===== config.mk =====
export PLATFORM = sky130hd
export DESIGN_NAME = minmax_contrast_to_byte
export DESIGN_NICKNAME = d
export VERILOG_FILES = /design/src/design/mmc_pkg.sv /design/src/design/mmc_queue.sv /design/src/design/mmc_front.sv /design/src/design/mmc_back.sv /design/src/design/minmax_contrast_to_byte.sv
export SDC_FILE = /design/constraint.sdc
export NUM_CORES = 2
export LEC_CHECK = 0
export ABC_AREA = 0
export BUFFER_PORTS_ARGS = -buffer_cell sky130_fd_sc_hd__clkbuf_2
export CORE_ASPECT_RATIO = 1.2
export CORE_MARGIN = 8
export CORE_UTILIZATION = 53
export DETAILED_ROUTE_END_ITERATION = 7
export PLACE_DENSITY = 0.68
export RECOVER_POWER = 100
export SYNTH_ARGS = -nofsm -noshare
export SYNTH_HDL_FRONTEND = slang
export SYNTH_SLANG_ARGS = --single-unit

===== constraint.sdc =====
create_clock -name clock -period 13.1 [get_ports clock]
set_input_delay 3.93 -clock clock [delete_from_list [all_inputs] [get_ports clock]]
set_output_delay 3.93 -clock clock [all_outputs]
set_load 0.03 [all_outputs]

===== src/design/mmc_pkg.sv =====
// Shared constants and types for the min-max contrast to byte converter.
package mmc_pkg;

   localparam int SAMPLE_BITS_DEF   = 32;
   localparam int FRACTION_BITS_DEF = 16;
   localparam int QUEUE_DEPTH_DEF   = 4;

   typedef struct packed {
      logic signed_mode;
      logic always_scale;
   } cfg_type;

endpackage


===== src/design/mmc_queue.sv =====
// Small first-in first-out queue between the front and back ends.
module mmc_queue #(
   parameter int WIDTH = 96,
   parameter int DEPTH = mmc_pkg::QUEUE_DEPTH_DEF
) (
   input  logic             clock,
   input  logic             reset,
   input  logic             push,
   input  logic [WIDTH-1:0] push_data,
   input  logic             pop,
   output logic [WIDTH-1:0] pop_data,
   output logic             full,
   output logic             empty
);

   localparam int PTR_BITS = (DEPTH > 1) ? $clog2(DEPTH) : 1;
   localparam int CNT_BITS = $clog2(DEPTH + 1);

   logic [WIDTH-1:0]    entry_ff [DEPTH];
   logic [PTR_BITS-1:0] wr_ptr_ff;
   logic [PTR_BITS-1:0] rd_ptr_ff;
   logic [CNT_BITS-1:0] count_ff;

   assign full     = (count_ff == CNT_BITS'(DEPTH));
   assign empty    = (count_ff == '0);
   assign pop_data = entry_ff[rd_ptr_ff];

   always_ff @(posedge clock) begin
      if (reset) begin
         wr_ptr_ff <= '0;
         rd_ptr_ff <= '0;
         count_ff  <= '0;
      end else begin
         if (push) begin
            wr_ptr_ff <= (wr_ptr_ff == PTR_BITS'(DEPTH - 1)) ? '0 : wr_ptr_ff + 1'b1;
         end
         if (pop) begin
            rd_ptr_ff <= (rd_ptr_ff == PTR_BITS'(DEPTH - 1)) ? '0 : rd_ptr_ff + 1'b1;
         end
         case ({push, pop})
            2'b10:   count_ff <= count_ff + 1'b1;
            2'b01:   count_ff <= count_ff - 1'b1;
            default: count_ff <= count_ff;
         endcase
      end
   end

   always_ff @(posedge clock) begin
      if (push) begin
         entry_ff[wr_ptr_ff] <= push_data;
      end
   end

endmodule


===== src/design/mmc_front.sv =====
// Front end: accepts samples, tracks running min and max, queues convert samples.
module mmc_front #(
   parameter int SAMPLE_BITS = mmc_pkg::SAMPLE_BITS_DEF
) (
   input  logic                   clock,
   input  logic                   reset,
   input  logic                   in_valid,
   input  logic                   in_kind,
   input  logic                   in_frame_start,
   input  logic [SAMPLE_BITS-1:0] in_sample,
   output logic                   in_stall,
   input  logic                   queue_full,
   output logic                   push,
   output logic [SAMPLE_BITS-1:0] push_sample,
   output logic [SAMPLE_BITS-1:0] push_min,
   output logic [SAMPLE_BITS-1:0] push_max
);

   logic                   accept;
   logic [SAMPLE_BITS-1:0] min_ff;
   logic [SAMPLE_BITS-1:0] max_ff;
   logic [SAMPLE_BITS-1:0] min_in;
   logic [SAMPLE_BITS-1:0] max_in;

   assign in_stall    = queue_full;
   assign accept      = in_valid && !queue_full;
   assign push        = accept && in_kind;
   assign push_sample = in_sample;
   assign push_min    = min_ff;
   assign push_max    = max_ff;

   always_comb begin
      min_in = min_ff;
      max_in = max_ff;
      if (accept && !in_kind) begin
         if (in_frame_start) begin
            min_in = in_sample;
            max_in = in_sample;
         end else begin
            if ($signed(in_sample) < $signed(min_ff)) begin
               min_in = in_sample;
            end
            if ($signed(in_sample) > $signed(max_ff)) begin
               max_in = in_sample;
            end
         end
      end
   end

   always_ff @(posedge clock) begin
      if (reset) begin
         min_ff <= {1'b0, {(SAMPLE_BITS-1){1'b1}}};
         max_ff <= {1'b1, {(SAMPLE_BITS-1){1'b0}}};
      end else begin
         min_ff <= min_in;
         max_ff <= max_in;
      end
   end

endmodule


===== src/design/mmc_back.sv =====
// Back end: picks the mapping rule, divides with rounding, holds the result register.
module mmc_back #(
   parameter int SAMPLE_BITS   = mmc_pkg::SAMPLE_BITS_DEF,
   parameter int FRACTION_BITS = mmc_pkg::FRACTION_BITS_DEF
) (
   input  logic                   clock,
   input  logic                   reset,
   input  mmc_pkg::cfg_type       cfg,
   input  logic                   q_empty,
   input  logic [SAMPLE_BITS-1:0] q_sample,
   input  logic [SAMPLE_BITS-1:0] q_min,
   input  logic [SAMPLE_BITS-1:0] q_max,
   output logic                   q_pop,
   output logic                   out_valid,
   input  logic                   out_stall,
   output logic [7:0]             out_gray,
   output logic                   out_flat
);

   localparam int DW = (SAMPLE_BITS > FRACTION_BITS) ? SAMPLE_BITS + 1 : FRACTION_BITS + 1;
   localparam int NW = DW + 8;
   localparam logic signed [63:0] NOSCALE_LIMIT = 64'sd255 <<< FRACTION_BITS;
   localparam logic [3:0] STEP_SAT = 4'd8;
   localparam logic [7:0] GRAY_MAX = 8'd255;

   typedef enum logic [2:0] {
      ST_IDLE,
      ST_MAG,
      ST_PREP,
      ST_SCALE,
      ST_DIV,
      ST_ROUND,
      ST_DONE
   } state_type;

   state_type              state_ff;
   logic                   out_valid_ff;
   logic [7:0]             out_gray_ff;
   logic                   out_flat_ff;
   logic [SAMPLE_BITS-1:0] s_ff;
   logic [SAMPLE_BITS-1:0] min_ff;
   logic [SAMPLE_BITS-1:0] max_ff;
   logic [DW-1:0]          mag_ff;
   logic                   noscale_ff;
   logic                   range_ok_ff;
   logic [DW-1:0]          t_ff;
   logic [DW-1:0]          d_ff;
   logic                   mul_ff;
   logic [NW-1:0]          rem_ff;
   logic [NW-1:0]          ds_ff;
   logic [3:0]             step_ff;
   logic [7:0]             q_ff;
   logic [7:0]             res_gray_ff;
   logic                   res_flat_ff;

   logic signed [DW:0] s_wide;
   logic signed [DW:0] min_wide;
   logic signed [DW:0] max_wide;
   logic [DW-1:0]      mag_min;
   logic [DW-1:0]      mag_max;
   logic signed [DW:0] t_signed;
   logic signed [DW:0] t_stretch;
   logic signed [DW:0] range_wide;
   logic               ge;
   logic [DW:0]        twice_rem;
   logic               round_up;
   logic [DW-1:0]      prep_t;
   logic [DW-1:0]      prep_d;
   logic               prep_mul;
   logic               prep_flat;
   logic               prep_skip;

   assign q_pop     = (state_ff == ST_IDLE) && !q_empty;
   assign out_valid = out_valid_ff;
   assign out_gray  = out_gray_ff;
   assign out_flat  = out_flat_ff;

   always_comb begin
      s_wide     = (DW+1)'($signed(s_ff));
      min_wide   = (DW+1)'($signed(min_ff));
      max_wide   = (DW+1)'($signed(max_ff));
      mag_min    = min_ff[SAMPLE_BITS-1] ? DW'(-min_wide) : DW'(min_wide);
      mag_max    = max_ff[SAMPLE_BITS-1] ? DW'(-max_wide) : DW'(max_wide);
      t_signed   = $signed({1'b0, mag_ff}) + s_wide;
      t_stretch  = s_wide - min_wide;
      range_wide = max_wide - min_wide;
      ge         = (rem_ff >= ds_ff);
      twice_rem  = {rem_ff[DW-1:0], 1'b0};
      round_up   = (twice_rem > {1'b0, d_ff}) || ((twice_rem == {1'b0, d_ff}) && q_ff[0]);
   end

   // rule selection: numerator, divisor, and the zero-range and nonpositive shortcuts
   always_comb begin
      if (cfg.signed_mode) begin
         prep_t    = t_signed[DW-1:0];
         prep_d    = {mag_ff[DW-2:0], 1'b0};
         prep_mul  = 1'b1;
         prep_flat = (mag_ff == '0);
         prep_skip = t_signed[DW] || (t_signed == '0);
      end else if (noscale_ff) begin
         prep_t    = DW'(s_wide);
         prep_d    = DW'(1) << FRACTION_BITS;
         prep_mul  = 1'b0;
         prep_flat = 1'b0;
         prep_skip = s_wide[DW] || (s_wide == '0);
      end else begin
         prep_t    = t_stretch[DW-1:0];
         prep_d    = range_wide[DW-1:0];
         prep_mul  = 1'b1;
         prep_flat = !range_ok_ff;
         prep_skip = t_stretch[DW] || (t_stretch == '0);
      end
   end

   always_ff @(posedge clock) begin
      if (reset) begin
         state_ff     <= ST_IDLE;
         out_valid_ff <= 1'b0;
      end else begin
         if ((state_ff == ST_DONE) && (!out_valid_ff || !out_stall)) begin
            out_valid_ff <= 1'b1;
         end else if (out_valid_ff && !out_stall) begin
            out_valid_ff <= 1'b0;
         end
         case (state_ff)
            ST_IDLE: begin
               if (!q_empty) begin
                  s_ff     <= q_sample;
                  min_ff   <= q_min;
                  max_ff   <= q_max;
                  state_ff <= ST_MAG;
               end
            end
            ST_MAG: begin
               mag_ff      <= (mag_max > mag_min) ? mag_max : mag_min;
               noscale_ff  <= !cfg.always_scale && (64'($signed(max_ff)) <= NOSCALE_LIMIT);
               range_ok_ff <= ($signed(max_ff) > $signed(min_ff));
               state_ff    <= ST_PREP;
            end
            ST_PREP: begin
               t_ff        <= prep_t;
               d_ff        <= prep_d;
               mul_ff      <= prep_mul;
               res_gray_ff <= '0;
               res_flat_ff <= prep_flat;
               state_ff    <= (prep_flat || prep_skip) ? ST_DONE : ST_SCALE;
            end
            ST_SCALE: begin
               // times 255 as shift and subtract
               rem_ff   <= mul_ff ? ({t_ff, 8'b0} - NW'(t_ff)) : NW'(t_ff);
               ds_ff    <= {d_ff, 8'b0};
               step_ff  <= STEP_SAT;
               q_ff     <= '0;
               state_ff <= ST_DIV;
            end
            ST_DIV: begin
               ds_ff <= ds_ff >> 1;
               if (step_ff == STEP_SAT) begin
                  // quotient of 256 or more saturates
                  if (ge) begin
                     res_gray_ff <= GRAY_MAX;
                     state_ff    <= ST_DONE;
                  end
                  step_ff <= step_ff - 1'b1;
               end else begin
                  if (ge) begin
                     rem_ff <= rem_ff - ds_ff;
                  end
                  q_ff <= {q_ff[6:0], ge};
                  if (step_ff == '0) begin
                     state_ff <= ST_ROUND;
                  end else begin
                     step_ff <= step_ff - 1'b1;
                  end
               end
            end
            ST_ROUND: begin
               res_gray_ff <= (q_ff == GRAY_MAX) ? GRAY_MAX : q_ff + 8'(round_up);
               state_ff    <= ST_DONE;
            end
            ST_DONE: begin
               if (!out_valid_ff || !out_stall) begin
                  out_gray_ff  <= res_gray_ff;
                  out_flat_ff  <= res_flat_ff;
                  state_ff     <= ST_IDLE;
               end
            end
            default: begin
               state_ff <= ST_IDLE;
            end
         endcase
      end
   end

endmodule


===== src/design/minmax_contrast_to_byte.sv =====
// Top level of the min-max contrast to byte converter.
//
// Usage: a frame is sent twice on the req_ channel. Measure samples
// (req_kind 0) update the running minimum and maximum; req_frame_start
// restarts both at that sample. Convert samples (req_kind 1) each give one
// rsp_ transfer with an 8-bit gray level and a flat flag; measure samples
// give none. The csr_ port holds signed_mode (address 0) and always_scale
// (address 4); write them only while the block is idle.
// Measure samples transfer one per cycle while req_stall is low. A convert
// sample goes through a QUEUE_DEPTH-entry queue (four by default) to the back
// end, which takes it through MAG, PREP, SCALE, DIV (a restoring divider),
// ROUND and DONE; that back end sets the rate of convert samples. Zero-range
// and below-range samples go from PREP to DONE; saturated ones leave DIV early.
// Reset clears the queue, rsp_valid and both registers, and sets
// the minimum to the largest and the maximum to the smallest sample value.
// When rsp_stall is high the result holds; the back end finishes its next
// sample and waits, and the front stalls req_ only once the queue is full.
module minmax_contrast_to_byte #(
   parameter int SAMPLE_BITS   = mmc_pkg::SAMPLE_BITS_DEF,
   parameter int FRACTION_BITS = mmc_pkg::FRACTION_BITS_DEF,
   parameter int QUEUE_DEPTH   = mmc_pkg::QUEUE_DEPTH_DEF
) (
   input  logic                   clock,
   input  logic                   reset,
   // input channel
   input  logic                   req_valid,
   output logic                   req_stall,
   input  logic                   req_kind,
   input  logic                   req_frame_start,
   input  logic [SAMPLE_BITS-1:0] req_sample,
   // result channel
   output logic                   rsp_valid,
   input  logic                   rsp_stall,
   output logic [7:0]             rsp_gray,
   output logic                   rsp_flat,
   // register port
   input  logic                   csr_psel,
   input  logic                   csr_penable,
   input  logic                   csr_pwrite,
   input  logic [2:0]             csr_paddr,
   input  logic [31:0]            csr_pwdata,
   output logic [31:0]            csr_prdata,
   output logic                   csr_pready
);

   localparam logic REG_SIGNED_MODE  = 1'b0;
   localparam logic REG_ALWAYS_SCALE = 1'b1;
   localparam int   QW = 3 * SAMPLE_BITS;

   mmc_pkg::cfg_type cfg_ff;
   mmc_pkg::cfg_type cfg_in;
   logic             csr_write;

   logic                   q_push;
   logic                   q_pop;
   logic                   q_full;
   logic                   q_empty;
   logic [SAMPLE_BITS-1:0] push_sample;
   logic [SAMPLE_BITS-1:0] push_min;
   logic [SAMPLE_BITS-1:0] push_max;
   logic [QW-1:0]          pop_data;

   // Register writes complete in the access phase; pready is never held low.
   assign csr_pready = 1'b1;
   assign csr_write  = csr_psel && csr_penable && csr_pwrite;

   always_comb begin
      cfg_in = cfg_ff;
      if (csr_write) begin
         case (csr_paddr[2])
            REG_SIGNED_MODE:  cfg_in.signed_mode  = csr_pwdata[0];
            REG_ALWAYS_SCALE: cfg_in.always_scale = csr_pwdata[0];
            default:          cfg_in = cfg_ff;
         endcase
      end
   end

   always_comb begin
      case (csr_paddr[2])
         REG_SIGNED_MODE:  csr_prdata = {31'b0, cfg_ff.signed_mode};
         REG_ALWAYS_SCALE: csr_prdata = {31'b0, cfg_ff.always_scale};
         default:          csr_prdata = '0;
      endcase
   end

   always_ff @(posedge clock) begin
      if (reset) begin
         cfg_ff <= '0;
      end else begin
         cfg_ff <= cfg_in;
      end
   end

   // Front: accept, track min and max, queue convert samples with their range.
   mmc_front #(
      .SAMPLE_BITS (SAMPLE_BITS)
   ) u_front (
      .clock          (clock),
      .reset          (reset),
      .in_valid       (req_valid),
      .in_kind        (req_kind),
      .in_frame_start (req_frame_start),
      .in_sample      (req_sample),
      .in_stall       (req_stall),
      .queue_full     (q_full),
      .push           (q_push),
      .push_sample    (push_sample),
      .push_min       (push_min),
      .push_max       (push_max)
   );

   mmc_queue #(
      .WIDTH (QW),
      .DEPTH (QUEUE_DEPTH)
   ) u_queue (
      .clock     (clock),
      .reset     (reset),
      .push      (q_push),
      .push_data ({push_sample, push_min, push_max}),
      .pop       (q_pop),
      .pop_data  (pop_data),
      .full      (q_full),
      .empty     (q_empty)
   );

   // Back: map one queued sample at a time and drive the result register.
   mmc_back #(
      .SAMPLE_BITS   (SAMPLE_BITS),
      .FRACTION_BITS (FRACTION_BITS)
   ) u_back (
      .clock     (clock),
      .reset     (reset),
      .cfg       (cfg_ff),
      .q_empty   (q_empty),
      .q_sample  (pop_data[QW-1 -: SAMPLE_BITS]),
      .q_min     (pop_data[2*SAMPLE_BITS-1 -: SAMPLE_BITS]),
      .q_max     (pop_data[SAMPLE_BITS-1:0]),
      .q_pop     (q_pop),
      .out_valid (rsp_valid),
      .out_stall (rsp_stall),
      .out_gray  (rsp_gray),
      .out_flat  (rsp_flat)
   );

`ifndef ASSERT_OFF
   a_no_overflow: assert property (@(posedge clock) disable iff (reset)
      q_push |-> !q_full)
      else $error("queue push while full");

   a_measure_no_push: assert property (@(posedge clock) disable iff (reset)
      (req_valid && !req_stall && !req_kind) |-> !q_push)
      else $error("measure sample entered the queue");

   a_flat_is_black: assert property (@(posedge clock) disable iff (reset)
      (rsp_valid && rsp_flat) |-> (rsp_gray == 8'd0))
      else $error("flat result with nonzero gray");

   a_no_pop_when_empty: assert property (@(posedge clock) disable iff (reset)
      q_pop |-> !q_empty)
      else $error("queue pop while empty");
`endif

endmodule

## Word-level counts from Yosys, hierarchy flattened

Memories as Yosys holds them, arrays and structs flattened. A register that Yosys moved wholly into a read port is not among the register bits.
Index checks and enable logic that the tools add are counted.

| operators by class | value |
|---|---|
| add/sub/neg operators | 13 |
| magnitude comparators | 7 |
| equal/unequal tests | 22 |
| multiplexer cells | 45 |
| bitwise operators | 3 |
| reductions and logical operators | 51 |

Operators by type and width:

| operator | number |
|---|---|
| two-way mux 33 bit | 7 |
| case mux 41 bit (2 select lines) | 2 |
| two-way mux 32 bit | 4 |
| two-way mux 41 bit | 3 |
| zero test 34 bit | 3 |
| negation 32 -> 33 bit | 2 |
| subtractor 32 x 32 -> 33 bit | 2 |
| greater-than comparator 32 bit | 2 |
| case mux 32 bit (2 select lines) | 1 |
| greater-or-equal comparator 41 bit | 1 |
| subtractor 41 x 33 -> 41 bit | 1 |
| subtractor 41 bit | 1 |
| adder 34 x 32 -> 34 bit | 1 |
| equality test 34 x 33 -> 1 bit | 1 |
| greater-than comparator 34 x 33 -> 1 bit | 1 |
| greater-than comparator 33 bit | 1 |
| zero test 33 bit | 1 |
| less-or-equal comparator 32 x 25 -> 1 bit, second input constant | 1 |
| less-than comparator 32 bit | 1 |
| two-way mux 8 bit | 4 |
| case mux 8 bit (3 select lines) | 1 |
| case mux 3 bit (7 select lines) | 1 |
| two-way mux 3 bit | 6 |
| case mux 8 bit (2 select lines) | 1 |
| other kinds (33) | 92 |

| word-level totals | value |
|---|---|
| register bits after elaboration | 291 |
| memory bits (writable) | 384 |
| memories kept | 1 |

Memories:

| name | words | width | rd ports | clocked after memory_dff | wr ports | RTL line | RTL |
|---|---|---|---|---|---|---|---|
| u_queue.entry_ff | 4 | 96 | 1 | 1 | 1 | mmc_queue.sv:19 | `logic [WIDTH-1:0] entry_ff [DEPTH];` |

## Logic depth before layout (Yosys ltp)

| depth | value |
|---|---|
| depth after elaboration | 8 |
| depth in mapped cells | 25 |
| mapped depth without buffers | 23 |

## By module

Synthesis repeated with hierarchy kept, for this count alone.

| second synthesis, totals | value |
|---|---|
| cells, all modules | 3777 |
| area total of the unflattened synthesis | 43903.4 µm² |

By module, submodules not included:

| module | times used | cells each | area an instance (µm²) | sequential area each (µm²) |
|---|---|---|---|---|
| mmc_back | 1 | 2671 | 24840.1 | 9389.0 |
| mmc_queue | 1 | 550 | 14306.2 | 11711.2 |
| mmc_front | 1 | 512 | 4404.2 | 1281.2 |
| minmax_contrast_to_byte | 1 | 44 | 352.8 | 40.0 |

## Worst setup path after synthesis

No wires, ideal clock.

| path | value |
|---|---|
| kind | input-to-reg |
| from | in reset |
| to | reg u_back.max_ff[0] (enable) |
| library setup time | 0.552 ns |
| arrival | 8.297 ns |
| slack | 4.251 ns |
| stages | 3 |
| path buffers | 2 |
| cell sequence | clkbuf_8 -> clkbuf_1 -> nor2_1 |

| on the way | value |
|---|---|
| word-level cells in the longest chain between the ends | 2 |

RTL lines:

| item | RTL line | RTL |
|---|---|---|
| from (decl) | minmax_contrast_to_byte.sv:24 | `input logic reset,` |
| inverter 1 bit (no source line) | n/a |  |
| AND reduction 3 bit (no source line) | n/a |  |
| to (signal assigned) | mmc_back.sv:130 | `max_ff <= q_max;` |
| to (decl) | mmc_back.sv:42 | `logic [SAMPLE_BITS-1:0] max_ff;` |

No other way between the ends.
A chain may end at the register's enable or synchronous reset.

## Worst setup path in the final report

| path | value |
|---|---|
| from | in req_sample[31] |
| to | reg u_front.max_ff[21] (netlist: u_front.push_max[21]) |

| on the way | value |
|---|---|
| word-level cells in the longest chain between the ends | 3 |

RTL lines:

| item | RTL line | RTL |
|---|---|---|
| from (decl) | minmax_contrast_to_byte.sv:30 | `input logic [SAMPLE_BITS-1:0] req_sample,` |
| greater-than comparator 32 bit | mmc_front.sv:43 | `if ($signed(in_sample) > $signed(max_ff)) begin` |
| nonzero test 2 bit (no source line) | n/a |  |
| AND reduction 2 bit (no source line) | n/a |  |
| to (signal assigned) | mmc_front.sv:53 | `max_ff <= {1'b1, {(SAMPLE_BITS-1){1'b0}}};` |
| to (signal assigned) | mmc_front.sv:56 | `max_ff <= max_in;` |
| to (decl) | mmc_front.sv:21 | `logic [SAMPLE_BITS-1:0] max_ff;` |

No other way between the ends.

==> key figures <==
Outcome
  – Status: finished with violations
  – Failing checks: capacitance limit, slew limit

Timing
  – Final hold vios: 0
  – RSZ-0062 raised after global routing: no
  – FMAX: 98.6 MHz
  – Worst setup margin: 2.96 ns
  – Final setup viols: 0
  – Worst slew pin tran: 3.91 ns
  – Crit share post-route: 0.774
  – Final max-slew violation count: roughly 1,200
  – Max-slew headroom: -1.61
  – Min Tclk post-route: 10.14 ns
  – Final setup TNS: 0 ns
  – Clk_skew: 0.0297 ns

Route
  – DR WL/cell: 21.3 um
  – Vias per std cell: just under 6
  – Iteration-0 DRC count of the detailed router: 1,952
  – Routed WL: approximately 100,000 um
  – Via count: approximately 28,000
  – Drt first pass iters: 5
  – Residual DRC: 0
  – DRT antenna net count: 0

Worst setup path
  – Crit. End Element: register
  – WP data arrival: 10.58 ns
  – Reg2Reg Launch Point: u_back.max_ff[7]$_DFFE_PP_
  – Buf+Inv Stages, Crit Path: 2
  – Crit Path Max Fanout: 19
  – CP top delay family: compound AO/OA/AOI/OAI gates
  – Crit start category: input port
  – Worst R2R Setup Slack: about 5.6 ns
  – Worst path most repeated cell: clkbuf_1
  – FF-to-FF path depth: 21
  – Worst path slowest cell: a211oi_1
  – Slowest Stage Delay on Critical Path: 2.39 ns
  – WP data required: 13.53 ns
  – CP Cell Sequence: clkbuf_1 > ha_1 > nand4_1 > or2_2 > nor3_1 > nand3_1 > or3_1 > a21oi_1 > nor4b_1 > a211oi_1 > clkbuf_1 > mux2i_1 > nor2_1
  – Kind of critical path: in -> reg
  – Critical R2R Capture: u_back.mag_ff[30]$_DFFE_PP_

Clock network
  – Post-CTS Resized: 0
  – Num Clock Sinks: roughly 770
  – Worst skew pair latency: 0.66 ns
  – H-tree depth: 3
  – Cts hold-fix bufs: 0
  – Root buf cell: clkbuf_16
  – Post-CTS Setup Bufs: 0
  – TritonCTS Buffers: a little under 80
  – CTS tree: built
  – Clk buf depth: 3
  – Worst-path clk slew: about 0.060 ns

Pwr
  – Pwr dens: 197 mW/mm^2
  – Peak supply drop: about 120 uV
  – Internal: roughly 6.0 mW
  – Clk network pwr share: 0.260
  – Seq pwr share: 0.368
  – P_sw: 3.28 mW
  – Net switching share of the total power: 0.355
  – Leakage power: 17.5 nW
  – Logic pwr share: 0.372

Logic synthesis
  – Mapped Cells: 3,651
  – Top-area cell type share of the netlist area: 0.485
  – FF+latch count, synth: 771
  – Share of synthesized registers carrying an async set or reset: 0
  – Cell area after synthesis: 0.0429 sq mm
  – Count of different cell masters after synthesis: 97
  – Yosys warns: 0
  – Register area share after synthesis: 0.521
  – Mean Syn Cell Area: 11.8 sq um
  – Post-synth EDFFs: approximately 690
  – Yosys top cell by area: edfxtp_1
  – Prevailing post-synth register cell: edfxtp_1
  – Synth top area cells: edfxtp_1, ha_1, mux4_2, dfxtp_1, a21oi_1

Hold path
  – Min-Delay Path Class: reg -> reg
  – Hold endpoint: u_back.out_gray[4]$_DFFE_PP_
  – Hold depth: 0
  – Hold path startpoint: u_back.res_gray_ff[4]$_DFFE_PP_

Floorplanning
  – FP Rows: 114
  – Die H: 328 um
  – I/O Pins: 120
  – Die footprint: 0.0904 sq mm
  – Die X: 276 um
  – Starting Density: 0.534
  – Area of the core: 0.0804 sq mm

Global routing
  – GRT Util Overall: 0.226
  – Initial antenna violation count: 0
  – First-pass GRT wire length: 159,000 um
  – Vias in the first global route: 28,100
  – Largest net degree at the start of global routing: 95
  – Overflow after GRT: 0

Placed design
  – Routability Congestion: 0.938
  – Port bufs: 54
  – HPWL Detailed: 75,400 um
  – Dpl cells: 4,657
  – Worst slack at placement: 4.53 ns

Run
  – MaxCap Viol Count: 26

Layout
  – Diode count: 0
  – Syn-to-layout area delta: 8.94%
  – Final Non-Filler Cells: 4,800
  – Share of post-route cells with drive strength above 1: 0.0767
  – Nets: 4,075
## cells in the final DEF, fill, tap and decap left out, drive strengths merged, types with 83 or more instances in the layout
cell type	instances
a21o	115
a21oi	242
clkbuf	168
edfxtp	694
ha	302
inv	303
mux2i	84
mux4	96
nand2	223
nor2	222
o21ai	219
xnor2	131
xor2	83
## cell usage after synthesis, types with 84 or more instances
cell      count
a21o_1      111
o21ai_0     215
nor2_1      222
mux2i_1      84
edfxtp_1    694
inv_1       296
ha_1        302
mux4_2       96
nand2_1     223
clkbuf_1     93
a21oi_1     242
xnor2_1     131
## routing by layer
metal	up-vias	GRT usage	share of wire
met5	-	0	0
met4	0	0.0998	0.045
met3	221	0.0282	0.039
met2	621	0.394	0.50
met1	13600	0.279	0.41
li1	13800	-	-
## state kept, by name, indices dropped and copies added (netlist names), 32 cells and up
| signal | flops |
|---|---|
| u_back.mag_ff | 33 |
| u_back.rem_ff | 41 |
| u_front.push_min | 32 |
| u_back.min_ff | 32 |
| u_back.s_ff | 32 |
| u_back.t_ff | 33 |
| u_back.max_ff | 32 |
| u_back.d_ff | 33 |
| u_queue.entry_ff | 384 |
| u_front.push_max | 32 |
| u_back.ds_ff | 41 |
## worst max-delay path by stage
stage / start / depth (start not counted) / endpoint
CTS: csr_paddr[2] / 3 / csr_prdata[0]
global route: req_sample[31] / 13 / u_front.push_max[26]$_SDFFE_PP0P_
finish: req_sample[31] / 13 / u_front.push_max[21]$_SDFFE_PP0P_
global placement: req_sample[31] / 13 / u_front.push_max[26]$_SDFFE_PP0P_
detailed placement: req_sample[31] / 13 / u_front.push_max[23]$_SDFFE_PP0P_
floorplan: reset / 3 / u_back.max_ff[0]$_DFFE_PP_
## cells by family (layout without fill, tap and decap cells)
group,after synthesis,in the layout,synth area share
muxes,187,187,0.0718
other,2,35,0.000175
adders and majority gates,307,307,0.0903
and+or+nand+nor,831,831,0.0951
buffers and inverters,449,521,0.0433
xor gates and xnor gates,214,214,0.0437
DFF,771,771,0.521
AOI/OAI and AO/OA,890,890,0.134
## power groups by stage
stage / combinational [mW] / sequential [mW] / clock, mW
2_1_floorplan: 2.61 / 3.30 / 0
3_3_place_gp: 3.35 / 3.42 / 0
3_5_place_dp: 3.39 / 3.42 / 0
4_1_cts: 3.41 / 3.37 / 2.45
5_1_grt: 3.79 / 3.43 / 2.54
6_report: 3.43 / 3.40 / 2.41
## through the flow
| stage | hold WS [ns] | instance area [sq um] | util | total power, mW |
|---|---|---|---|---|
| 6_report | 0.418 | 46800 | 0.581 | 9.24 |
| 5_1_grt | 0.427 | 46800 | 0.581 | 9.76 |
| 4_1_cts | 0.420 | 47000 | 0.584 | 9.23 |
| 3_5_place_dp | 0.406 | 44200 | 0.549 | 6.81 |
| 3_3_place_gp | 0.401 | 44200 | 0.549 | 6.77 |
| 2_1_floorplan | 0.400 | 43100 | - | 5.91 |
## area by class of cell
cell class                      instances  area [sq um]
Clock inverter                         49           699
Sequential cell                       771         22400
Multi-Input combinational cell       2464         18800
Clock buffer                           94          2090
Tap cell                             1044          1310
Fill cell                            6641         33700
Timing Repair Buffer                   82           348
Inverter                              296          1110
(Power assumes the default switching activity.)
